<file path="src/hw/rtl/ssort_pkg.sv">
// ----------------------------------------------------------------------------
// ssort_pkg
// Shared constants and types for the stable sort block.
// ----------------------------------------------------------------------------
package ssort_pkg;

    localparam int DEF_MAX_ITEMS  = 64;
    localparam int DEF_VALUE_BITS = 31;
    localparam int DIGIT_BITS     = 4;
    localparam int RADIX          = 1 << DIGIT_BITS;

    typedef logic [DIGIT_BITS-1:0] digit_t;

    localparam logic [1:0] ST_LOAD   = 2'd0;
    localparam logic [1:0] ST_PREFIX = 2'd1;
    localparam logic [1:0] ST_PLACE  = 2'd2;
    localparam logic [1:0] ST_OUTPUT = 2'd3;

endpackage

</file>
<file path="src/hw/rtl/ssort_ram.sv">
// ----------------------------------------------------------------------------
// ssort_ram
// Simple dual-port RAM, one write and one read port, registered read data.
// Read data holds while no read is issued.
// ----------------------------------------------------------------------------
module ssort_ram #(
    parameter int WIDTH = 8,
    parameter int DEPTH = 64
) (
    input  logic                     aclk,
    input  logic                     we,
    input  logic [$clog2(DEPTH)-1:0] waddr,
    input  logic [WIDTH-1:0]         wdata,
    input  logic                     re,
    input  logic [$clog2(DEPTH)-1:0] raddr,
    output logic [WIDTH-1:0]         rdata
);

    logic [WIDTH-1:0] mem_reg [DEPTH];
    logic [WIDTH-1:0] rdata_reg;

    always_ff @(posedge aclk) begin
        if (we) begin
            mem_reg[waddr] <= wdata;
        end
        if (re) begin
            rdata_reg <= mem_reg[raddr];
        end
    end

    assign rdata = rdata_reg;

endmodule

</file>
<file path="src/hw/rtl/stable_sort_with_source_index.sv">
// ----------------------------------------------------------------------------
// stable_sort_with_source_index
// Loads a set of values, sorts it stably in ascending order and emits each
// value with the load position of the first loaded item of equal value.
//
// Values are loaded one per cycle until the transaction marked last, or until
// MAX_ITEMS values are held. The set is then sorted by least-significant-digit
// counting passes of 4 bits each, ceil(VALUE_BITS/4) passes, ping-ponging
// between two RAMs of MAX_ITEMS words. Each pass first turns the digit
// histogram into start offsets, one digit at a time, then moves the n
// words, one word per cycle through the RAM read port; the histogram for
// the next digit is built while words move, and the first histogram while
// loading. Results then stream out at one per cycle while the receiver is
// ready. No input is taken from the end of loading until the last result
// of the set is accepted. No clearing pass is needed after reset.
// ----------------------------------------------------------------------------
module stable_sort_with_source_index
    import ssort_pkg::*;
#(
    parameter int MAX_ITEMS  = DEF_MAX_ITEMS,
    parameter int VALUE_BITS = DEF_VALUE_BITS
) (
    input  logic                         aclk,
    input  logic                         aresetn,
    input  logic                         s_valid,
    output logic                         s_ready,
    input  logic [VALUE_BITS-1:0]        s_value,
    input  logic                         s_last,
    output logic                         m_valid,
    input  logic                         m_ready,
    output logic [VALUE_BITS-1:0]        m_sorted_value,
    output logic [$clog2(MAX_ITEMS)-1:0] m_first_index,
    output logic                         m_end_of_run
);

    localparam int IDX_W      = $clog2(MAX_ITEMS);
    localparam int CNT_W      = $clog2(MAX_ITEMS + 1);
    localparam int NUM_PASSES = (VALUE_BITS + DIGIT_BITS - 1) / DIGIT_BITS;
    localparam int PAD_W      = NUM_PASSES * DIGIT_BITS;
    localparam int PASS_W     = (NUM_PASSES > 1) ? $clog2(NUM_PASSES) : 1;
    localparam int WORD_W     = VALUE_BITS + IDX_W;

    localparam logic              FINAL_SEL = 1'(NUM_PASSES % 2);
    localparam logic [PASS_W-1:0] LAST_PASS = PASS_W'(NUM_PASSES - 1);
    localparam logic [CNT_W-1:0]  CNT_ONE   = CNT_W'(1);
    localparam logic [CNT_W-1:0]  CNT_MAX   = CNT_W'(MAX_ITEMS);

    function automatic digit_t digit_of(input logic [VALUE_BITS-1:0] v,
                                        input logic [PASS_W-1:0] p);
        logic [PAD_W-1:0] padded;
        digit_t           d;
        padded = PAD_W'(v);
        d      = '0;
        for (int k = 0; k < NUM_PASSES; k++) begin
            if (p == PASS_W'(k)) begin
                d = padded[k*DIGIT_BITS +: DIGIT_BITS];
            end
        end
        return d;
    endfunction

    logic [1:0]            state_reg;
    logic [CNT_W-1:0]      n_reg;
    logic [CNT_W-1:0]      rd_ptr_reg;
    logic [CNT_W-1:0]      run_reg;
    logic [PASS_W-1:0]     pass_reg;
    digit_t                k_reg;
    logic [CNT_W-1:0]      hist_reg [RADIX];
    logic [CNT_W-1:0]      offs_reg [RADIX];
    logic                  rd_vld_reg;
    logic                  rd_last_reg;
    logic                  first_pend_reg;
    logic                  m_valid_reg;
    logic [VALUE_BITS-1:0] m_value_reg;
    logic [IDX_W-1:0]      m_index_reg;
    logic                  m_end_reg;

    logic                  load_acc;
    logic                  src_sel;
    logic                  out_adv;
    logic                  issue_more;
    logic [CNT_W-1:0]      n_inc;
    logic [CNT_W-1:0]      n_last;
    logic [WORD_W-1:0]     rdata;
    logic [VALUE_BITS-1:0] rd_value;
    logic [IDX_W-1:0]      rd_index;
    digit_t                load_dig;
    digit_t                place_dig;
    digit_t                next_dig;
    logic [IDX_W-1:0]      place_pos;
    logic                  place_we;
    logic [IDX_W-1:0]      out_first;

    logic                  ram_re;
    logic [IDX_W-1:0]      ram_raddr;
    logic                  ram0_we;
    logic [IDX_W-1:0]      ram0_waddr;
    logic [WORD_W-1:0]     ram0_wdata;
    logic [WORD_W-1:0]     ram0_rdata;
    logic                  ram1_we;
    logic [WORD_W-1:0]     ram1_rdata;

    assign s_ready    = (state_reg == ST_LOAD);
    assign load_acc   = s_valid && s_ready;
    assign src_sel    = (state_reg == ST_OUTPUT) ? FINAL_SEL : pass_reg[0];
    assign rdata      = src_sel ? ram1_rdata : ram0_rdata;
    assign rd_value   = rdata[VALUE_BITS-1:0];
    assign rd_index   = rdata[WORD_W-1:VALUE_BITS];
    assign out_adv    = !m_valid_reg || m_ready;
    assign issue_more = (rd_ptr_reg != n_reg);
    assign n_inc      = n_reg + CNT_ONE;
    assign n_last     = n_reg - CNT_ONE;

    assign load_dig  = digit_of(s_value, '0);
    assign place_dig = digit_of(rd_value, pass_reg);
    assign next_dig  = digit_of(rd_value, pass_reg + PASS_W'(1));
    assign place_pos = offs_reg[place_dig][IDX_W-1:0];
    assign place_we  = (state_reg == ST_PLACE) && rd_vld_reg;
    assign out_first = (first_pend_reg || (rd_value != m_value_reg)) ? rd_index : m_index_reg;

    assign ram_re     = ((state_reg == ST_PLACE) && issue_more)
                     || ((state_reg == ST_OUTPUT) && issue_more && out_adv);
    assign ram_raddr  = rd_ptr_reg[IDX_W-1:0];
    assign ram0_we    = load_acc || (place_we && pass_reg[0]);
    assign ram0_waddr = load_acc ? n_reg[IDX_W-1:0] : place_pos;
    assign ram0_wdata = load_acc ? {n_reg[IDX_W-1:0], s_value} : rdata;
    assign ram1_we    = place_we && !pass_reg[0];

    ssort_ram #(
        .WIDTH (WORD_W),
        .DEPTH (MAX_ITEMS)
    ) u_ram0 (
        .aclk  (aclk),
        .we    (ram0_we),
        .waddr (ram0_waddr),
        .wdata (ram0_wdata),
        .re    (ram_re),
        .raddr (ram_raddr),
        .rdata (ram0_rdata)
    );

    ssort_ram #(
        .WIDTH (WORD_W),
        .DEPTH (MAX_ITEMS)
    ) u_ram1 (
        .aclk  (aclk),
        .we    (ram1_we),
        .waddr (place_pos),
        .wdata (rdata),
        .re    (ram_re),
        .raddr (ram_raddr),
        .rdata (ram1_rdata)
    );

    always_ff @(posedge aclk) begin
        if (!aresetn) begin
            state_reg      <= ST_LOAD;
            n_reg          <= '0;
            rd_ptr_reg     <= '0;
            run_reg        <= '0;
            pass_reg       <= '0;
            k_reg          <= '0;
            rd_vld_reg     <= 1'b0;
            rd_last_reg    <= 1'b0;
            first_pend_reg <= 1'b0;
            m_valid_reg    <= 1'b0;
            for (int i = 0; i < RADIX; i++) begin
                hist_reg[i] <= '0;
                offs_reg[i] <= '0;
            end
        end else begin
            unique case (state_reg)
                ST_LOAD: begin
                    if (load_acc) begin
                        n_reg              <= n_inc;
                        hist_reg[load_dig] <= hist_reg[load_dig] + CNT_ONE;
                        if (s_last || (n_inc == CNT_MAX)) begin
                            state_reg <= ST_PREFIX;
                            k_reg     <= '0;
                            run_reg   <= '0;
                        end
                    end
                end
                ST_PREFIX: begin
                    offs_reg[k_reg] <= run_reg;
                    run_reg         <= run_reg + hist_reg[k_reg];
                    hist_reg[k_reg] <= '0;
                    k_reg           <= k_reg + digit_t'(1);
                    if (k_reg == digit_t'(RADIX - 1)) begin
                        state_reg  <= ST_PLACE;
                        rd_ptr_reg <= '0;
                    end
                end
                ST_PLACE: begin
                    if (issue_more) begin
                        rd_ptr_reg <= rd_ptr_reg + CNT_ONE;
                    end
                    rd_vld_reg  <= issue_more;
                    rd_last_reg <= issue_more && (rd_ptr_reg == n_last);
                    if (rd_vld_reg) begin
                        offs_reg[place_dig] <= offs_reg[place_dig] + CNT_ONE;
                        if (pass_reg != LAST_PASS) begin
                            hist_reg[next_dig] <= hist_reg[next_dig] + CNT_ONE;
                        end
                        if (rd_last_reg) begin
                            rd_ptr_reg <= '0;
                            if (pass_reg == LAST_PASS) begin
                                state_reg      <= ST_OUTPUT;
                                first_pend_reg <= 1'b1;
                            end else begin
                                pass_reg  <= pass_reg + PASS_W'(1);
                                state_reg <= ST_PREFIX;
                                k_reg     <= '0;
                                run_reg   <= '0;
                            end
                        end
                    end
                end
                ST_OUTPUT: begin
                    if (out_adv) begin
                        if (issue_more) begin
                            rd_ptr_reg <= rd_ptr_reg + CNT_ONE;
                        end
                        rd_vld_reg  <= issue_more;
                        rd_last_reg <= issue_more && (rd_ptr_reg == n_last);
                        m_valid_reg <= rd_vld_reg;
                        if (rd_vld_reg) begin
                            first_pend_reg <= 1'b0;
                        end
                    end
                    if (m_valid_reg && m_ready && m_end_reg) begin
                        state_reg  <= ST_LOAD;
                        n_reg      <= '0;
                        pass_reg   <= '0;
                        rd_ptr_reg <= '0;
                    end
                end
                default: begin
                    state_reg <= ST_LOAD;
                end
            endcase
        end
    end

    always_ff @(posedge aclk) begin
        if ((state_reg == ST_OUTPUT) && out_adv && rd_vld_reg) begin
            m_value_reg <= rd_value;
            m_index_reg <= out_first;
            m_end_reg   <= rd_last_reg;
        end
    end

    assign m_valid        = m_valid_reg;
    assign m_sorted_value = m_value_reg;
    assign m_first_index  = m_index_reg;
    assign m_end_of_run   = m_end_reg;

    a_no_overlap: assert property (@(posedge aclk) disable iff (!aresetn)
        !(s_ready && m_valid))
        else $error("loading and result output overlap");

    a_offset_bound: assert property (@(posedge aclk) disable iff (!aresetn)
        place_we |-> (offs_reg[place_dig] < n_reg))
        else $error("placement offset beyond set size");

    a_back_to_load: assert property (@(posedge aclk) disable iff (!aresetn)
        (m_valid && m_ready && m_end_of_run) |=> (s_ready && !m_valid))
        else $error("block did not return to loading after last result");

    a_count_range: assert property (@(posedge aclk) disable iff (!aresetn)
        (state_reg != ST_LOAD) |-> ((n_reg != '0) && (n_reg <= CNT_MAX)))
        else $error("set size out of range while sorting");

endmodule

</file>
<file path="config.mk">
export PLATFORM = sky130hd
export DESIGN_NAME = stable_sort_with_source_index
export DESIGN_NICKNAME = d
export VERILOG_FILES = /design/src/hw/rtl/ssort_pkg.sv /design/src/hw/rtl/ssort_ram.sv /design/src/hw/rtl/stable_sort_with_source_index.sv
export SDC_FILE = /design/constraint.sdc
export NUM_CORES = 2
export LEC_CHECK = 0
export CAP_MARGIN = 20
export CORE_UTILIZATION = 30
export DETAILED_ROUTE_END_ITERATION = 7
export DONT_BUFFER_PORTS = 1
export SYNTH_ARGS = -nofsm -noshare
export SYNTH_HDL_FRONTEND = slang
export SYNTH_HIERARCHICAL = 1
export SYNTH_MEMORY_MAX_BITS = 65536
export SYNTH_SLANG_ARGS = --single-unit
</file>
<file path="constraint.sdc">
create_clock -name aclk -period 21.2 [get_ports aclk]
set_clock_uncertainty 0.2 [all_clocks]
set_input_delay 2.12 -clock aclk [delete_from_list [all_inputs] [get_ports aclk]]
set_output_delay 2.12 -clock aclk [all_outputs]
set_load 0.005 [all_outputs]
</file>
Word-level counts from Yosys, hierarchy flattened
Memory sizes are Yosys's and may differ from the RTL's. A register that Yosys moved wholly into a read port is not among the register bits.
Cells that the tools add are included.
Cells by class
  $add $sub $neg: 9
  eq/ne operators: 34
  multiplexer cells: 103
  reduce and logical (&&, ||, !) cells: 40
Operator list (number)
  $mux W7: 18
  $mux W4: 28
  $mux W37: 2
  $pmux W7 S3: 2
  $add A7 B1 Y7 const B: 5
  $reduce_or A7 Y1: 5
  $mux W1: 34
  $ne A31 B31 Y1: 1
  $eq A3 B3 Y1 const B: 8
  $reduce_and A6 Y1: 3
  $ne A2 B2 Y1 const B: 8
  $mux W2: 7
  $pmux W7 S2: 1
  $eq A3 B2 Y1 const B: 4
  $logic_and A1 B1 Y1: 12
  $mux W3: 4
  $pmux W4 S3: 1
  $pmux W2 S4: 1
  $add A7 B7 Y7: 1
  $eq A7 B7 Y1: 1
  $eq A7 B7 Y1 const B: 1
  $ne A7 B7 Y1: 1
  $sub A7 B1 Y7 const B: 1
  $eq A3 B1 Y1 const B: 2
  19 further kinds: 35
Storage, ports and cells
  flip-flop bits (word level): 72
  memory bits (writable): 4960
  word-level logic and storage cells: 203
  memories: 4
Memory list
  u_ram0.mem_reg: depth 64, bits a word 37, rd ports 1, clocked after memory_dff 1, wr ports 1, line ssort_ram.sv:19  | logic [WIDTH-1:0] mem_reg [DEPTH];
  u_ram1.mem_reg: depth 64, bits a word 37, rd ports 1, clocked after memory_dff 1, wr ports 1, line ssort_ram.sv:19
  hist_reg: depth 16, bits a word 7, rd ports 3, clocked after memory_dff 1, wr ports 16, line stable_sort_with_source_index.sv:68  | logic [CNT_W-1:0] hist_reg [RADIX];
  offs_reg: depth 16, bits a word 7, rd ports 1, clocked after memory_dff 0, wr ports 16, line stable_sort_with_source_index.sv:69  | logic [CNT_W-1:0] offs_reg [RADIX];

Depth between registers and ports, before layout
An unclocked memory read counts as a cell.
  depth after elaboration: 14
  mapped depth: 20
  mapped depth without buffers: 16

By module
The synthesis kept the hierarchy.
By module, submodules not included
  ssort_ram (u_ram0): instances 1, cells each 4033, area an instance 91322.6 µm²
  ssort_ram (u_ram1): instances 1, cells each 3922, area an instance 90835.9 µm²
  stable_sort_with_source_index: instances 1, cells each 1562, area an instance 16440.8 µm²

Least setup slack after synthesis
Ideal clock, no wire load.
  kind: flip-flop to flip-flop
  from: reg pass_reg[0]
  to: mem u_ram0/mem_reg[33][0] in the netlist's numbering (enable)
  library setup time: 477 ps
  arrival: 6882 ps
  slack: 13641 ps
  cell stages (with the launch flop): 15
  buffers on the path: 1
  period minus slack after synthesis: 7559 ps
  cell sequence: dfxtp_1 -> a21boi_4 -> mux2i_1 -> inv_1 -> o221a_4 -> nor4_4 -> nor2_8 -> buf_4 -> mux2i_1 -> mux2_2 -> o211ai_1 -> nor2_1 -> nor2_1 -> nand4_1 -> nor3_1
Between the ends
  elaborated cells between the ends (all ways): 24
  classes of those cells: eq/ne: 7; mux: 13; reduce/logical: 3; memory: 1
RTL lines
  start, declared: line stable_sort_with_source_index.sv:66  | logic [PASS_W-1:0] pass_reg;
  start signal, assigned: line stable_sort_with_source_index.sv:211  | pass_reg <= pass_reg + PASS_W'(1);
  $mux W1: line stable_sort_with_source_index.sv:105  | assign src_sel = (state_reg == ST_OUTPUT) ? FINAL_SEL : pass_reg[0];
  $mux W37: line stable_sort_with_source_index.sv:106  | assign rdata = src_sel ? ram1_rdata : ram0_rdata;
  net rdata[13]: line stable_sort_with_source_index.sv:84  | logic [WORD_W-1:0] rdata;
  $mux W4 (5 in a row): line stable_sort_with_source_index.sv:55  | if (p == PASS_W'(k)) begin
  $mem_v2 Z16 W7
  net place_pos[0]: line stable_sort_with_source_index.sv:90  | logic [IDX_W-1:0] place_pos;
  $mux W6: line stable_sort_with_source_index.sv:125  | assign ram0_waddr = load_acc ? n_reg[IDX_W-1:0] : place_pos;
  net ram0_waddr[0]: line stable_sort_with_source_index.sv:97  | logic [IDX_W-1:0] ram0_waddr;
  end, declared: line ssort_ram.sv:19
The timed path passes the listed nets, and every way through them passes these cells.

Final worst setup path
  from: reg state_reg[1]
  to: mem u_ram0/mem_reg[11][6] in the netlist's numbering (enable)
Between the ends
  elaborated cells between the ends (all ways): 21
  classes of those cells: eq/ne: 2; mux: 13; reduce/logical: 5; memory: 1
RTL lines
  start, declared: line stable_sort_with_source_index.sv:62  | logic [1:0] state_reg;
  start signal, assigned: line stable_sort_with_source_index.sv:157  | state_reg <= ST_LOAD;
  start signal, assigned: line stable_sort_with_source_index.sv:178  | state_reg <= ST_PREFIX;
  start signal, assigned: line stable_sort_with_source_index.sv:190  | state_reg <= ST_PLACE;
  $eq A2 B2 Y1: line stable_sort_with_source_index.sv:105
  $mux W1: line stable_sort_with_source_index.sv:105
  $mux W37: line stable_sort_with_source_index.sv:106
  net rdata[13]: line stable_sort_with_source_index.sv:84
  $mux W4 (5 in a row): line stable_sort_with_source_index.sv:55
  $mem_v2 Z16 W7
  net place_pos[0]: line stable_sort_with_source_index.sv:90
  $mux W6: line stable_sort_with_source_index.sv:125
  net ram0_waddr[0]: line stable_sort_with_source_index.sv:97
The timed path passes the listed nets, and every way through them passes these cells.

==> impl_metrics.csv <==
group,metric,value,unit
global_route,grt_pass1_vias,98400,
logic_synthesis,yosysWarnings,6,
power_and_ir_drop,p_leak,67.3,nW
global_route,antenna_found_initial,81,
cts,post_cts_buffers,0,
logic_synthesis,synth_seq_cells,5077,
drt,via_per_inst,5.42,
logic_synthesis,synthArstFlopShare,0,%
hold_path,holdPathStages,1,
floorplanning,core-area,659000,sq um
logic_synthesis,synth_edf_count,5040,
logic_synthesis,synth_nets,9573,
critical_path,r2r_cells,17,
cts,clock_sinks,5077,
power_and_ir_drop,p_per_area,94.6,nW/um^2
timing,min_period,7.85,ns
critical_path,cp_max_fo,66,
timing,slew_headroom,5.68,%
timing,hold_violations,0,
job,drv_cap,0,
timing,tns,0,ns
logic_synthesis,synth_area,199000,sq um
critical_path,endpoint_kind,"flop",
power_and_ir_drop,ir_drop,0.0000918,V
final_layout,nNetsFinal,9930,
drt,wirelength,593000,um
cts,clk_path_buf_depth,4,
drt,antenna_left,0,
logic_synthesis,synthCells,9517,
power_and_ir_drop,p_comb_share,5.5,%
floorplanning,die_area,665000,sq um
power_and_ir_drop,p_sw,4.87,mW
cts,hold_buffers,0,
critical_path,required,21.67,ns
timing,rsz0062_at_grt,"no",
cts,root_buffer,"clkbuf_16",
critical_path,worstReg2RegEnd,"u_ram0/mem_reg[11][6]$_DFFE_PP_",
cts,insertion_delay,1.09,ns
status,status,"completed",
global_route,grt_max_degree,110,
global_route,globalRouteOverflowTotal,0,
cts,numCtsBuffers,526,
global_route,grt_pass1_wl,812000,um
cts,postCtsResizedCells,0,
critical_path,critPathKind,"reg2reg",
power_and_ir_drop,p_int,16.7,mW
drt,wire_per_inst,31.2,um
cts,htree_levels,6,
global_route,track_usage,17.1,%
placement,routabilityCongestion,0.921,
critical_path,crit_arrival,8.32,ns
timing,setup_viol,0,
hold_path,hold_start,"n_reg[6]$_SDFFE_PN0P_",
floorplanning,io_pins,76,
floorplanning,initial_utilization,30.1,%
cts,clk_pin_slew_worst_paths,0.05,ns
final_layout,drive_above_1_share,25.6,%
timing,fin_crit_sh,37.0,%
logic_synthesis,synthFlopType,"edfxtp_1",
drt,drtPass1Iterations,6,
final_layout,nFillCells,60600,
power_and_ir_drop,p_seq_share,52.7,%
logic_synthesis,yosysSeqAreaShare,76.6,%
timing,worst_slack,13.35,ns
floorplanning,row_count,298,
timing,worst_pin_slew,1.41,ns
hold_path,min_to,"n_reg[6]$_SDFFE_PN0P_",
placement,port_buffers,0,
final_layout,area_growth,14.9,%
drt,drtIter0Drc,15600,
placement,hpwl,361000,um
logic_synthesis,yosysUniqueCellTypes,87,
drt,drc,0,
timing,fmax,127,MHz
floorplanning,die_w,816,um
power_and_ir_drop,swShare,22.6,%
critical_path,rr_startpoint,"state_reg[1]$_SDFFE_PN0P_",
cts,cts_tree,"done",
timing,report.final.slew_viol_count,0,
floorplanning,die_y,816,um
hold_path,min_path_type,"reg2reg",
logic_synthesis,synth.avg_cell_area,20.9,sq um
power_and_ir_drop,power_frac_clock,41.9,%
critical_path,regToRegSetupSlack,13.35,ns
critical_path,cp-start-kind,"flop",
drt,via_count,103000,
placement,post-place-ws,13.56,ns
per-layer routing:
metal | part of all wire (%) | track usage [%] | up-vias
li1 | - | - | 40800
met2 | 45 | 25.8 | 5733
met4 | 4.2 | 6.23 | 30
met1 | 39 | 23.3 | 55500
met3 | 12 | 5.44 | 966
met5 | 0.034 | 0 | -
critical path, stage by stage, from the launching register on:
cell      delay, ns
dfxtp_1        0.30
buf_4          0.20
a21boi_4       0.16
buf_4          0.64
mux2i_2        0.54
inv_2          0.05
buf_4          0.36
o221a_4        0.40
nor4_4         0.55
nor2_8         0.22
mux2i_1        0.19
mux2_2         0.30
o211ai_1       0.25
nor2_1         0.14
nor2_1         0.83
nand3_1        1.03
nor2_4         0.54
buf_4          0.49
power by group through the flow:
stage | clock network (mW) | logic [mW] | registers [mW]
finish | 9.04 | 1.18 | 11.4
global route | 9.54 | 1.22 | 11.4
CTS | 9.16 | 1.17 | 11.4
detailed placement | 0 | 1.17 | 11.6
global placement | 0 | 1.14 | 11.6
floorplan | 0 | 0.564 | 11.6
cells in the final DEF (no fill, tap or decap), types with 52 or more instances in the layout:
cell type / Yosys / routed
edfxtp_1: 5040 / 5040
mux4_2: 1144 / 1144
clkbuf_16: 0 / 538
buf_4: 64 / 373
nor2_1: 452 / 305
mux2i_1: 299 / 276
nand2_1: 240 / 238
o22ai_1: 219 / 218
nand3_1: 153 / 153
a22oi_1: 149 / 149
nor2_4: 1 / 144
clkbuf_1: 280 / 123
clkinv_1: 0 / 115
o221ai_1: 104 / 104
nor2b_1: 105 / 97
a211oi_1: 88 / 88
a21oi_1: 114 / 87
mux2_2: 87 / 85
nand4_1: 84 / 84
clkinv_2: 0 / 63
o21ai_0: 53 / 52
worst max-delay path by stage:
stage	startpoint	end	slack [ns]	depth (start not counted)
floorplan	pass_reg[0]$_SDFFE_PN0P_	u_ram0/mem_reg[33][0]$_DFFE_PP_	13.64	14
global placement	state_reg[1]$_SDFFE_PN0P_	u_ram0/mem_reg[6][31]$_DFFE_PP_	13.51	17
detailed placement	state_reg[1]$_SDFFE_PN0P_	u_ram0/mem_reg[11][23]$_DFFE_PP_	13.56	17
CTS	state_reg[0]$_SDFFE_PN0P_	u_ram0/mem_reg[11][16]$_DFFE_PP_	13.53	17
global route	pass_reg[0]$_SDFFE_PN0P_	u_ram0/mem_reg[11][6]$_DFFE_PP_	13.25	16
finish	state_reg[1]$_SDFFE_PN0P_	u_ram0/mem_reg[11][6]$_DFFE_PP_	13.35	17
Yosys cell counts, drive strengths merged, types with 31 or more instances:
cell / instances / area [sq um]
a211oi: 88 / 661
a21oi: 118 / 606
a221o: 31 / 310
a22oi: 149 / 1120
buf: 282 / 1790
clkbuf: 280 / 1050
dfxtp: 37 / 741
edfxtp: 5040 / 151000
inv: 49 / 184
mux2: 87 / 980
mux2i: 302 / 3040
mux4: 1144 / 25800
nand2: 242 / 927
nand2b: 32 / 200
nand3: 153 / 766
nand4: 84 / 526
nor2: 466 / 1800
nor2b: 105 / 657
nor3: 54 / 270
nor4: 38 / 265
o21ai: 55 / 279
o221ai: 104 / 911
o22ai: 219 / 1370
xnor2: 40 / 350
per-stage QoR:
stage | utilization (%) | hold WS, ns | instance area (sq um) | power, mW | instances
2_1_floorplan | - | 0.264 | 199000 | 12.1 | 9517
3_3_place_gp | 32.1 | 0.300 | 211000 | 12.7 | 18000
3_5_place_dp | 32.1 | 0.310 | 211000 | 12.8 | 18000
4_1_cts | 34.6 | 0.323 | 228000 | 21.7 | 19000
5_1_grt | 34.6 | 0.346 | 228000 | 22.1 | 19000
6_report | 34.6 | 0.329 | 228000 | 21.6 | 19000
cell type report:
cell class                      instances  area (sq um)  share of cell area, %
Antenna cell                           49           123                 0.0537
Multi-Input combinational cell       3829         45200                   19.8
Tap cell                             8700         10900                   4.77
Clock buffer                          661         13900                   6.10
Inverter                               49           188                 0.0822
Sequential cell                      5077        152000                   66.6
Clock inverter                        270          2700                   1.18
Timing Repair Buffer                  391          3150                   1.38
cells by family after synthesis:
logic type      share of synthesized area (%)
xor+xnor                                0.251
simple gates                             3.07
fa+ha+maj                               0.130
buf+inv                                  1.52
flops                                    76.6
mux                                      15.0
compound gates                           3.45
Power figures use the tool's default switching activity.
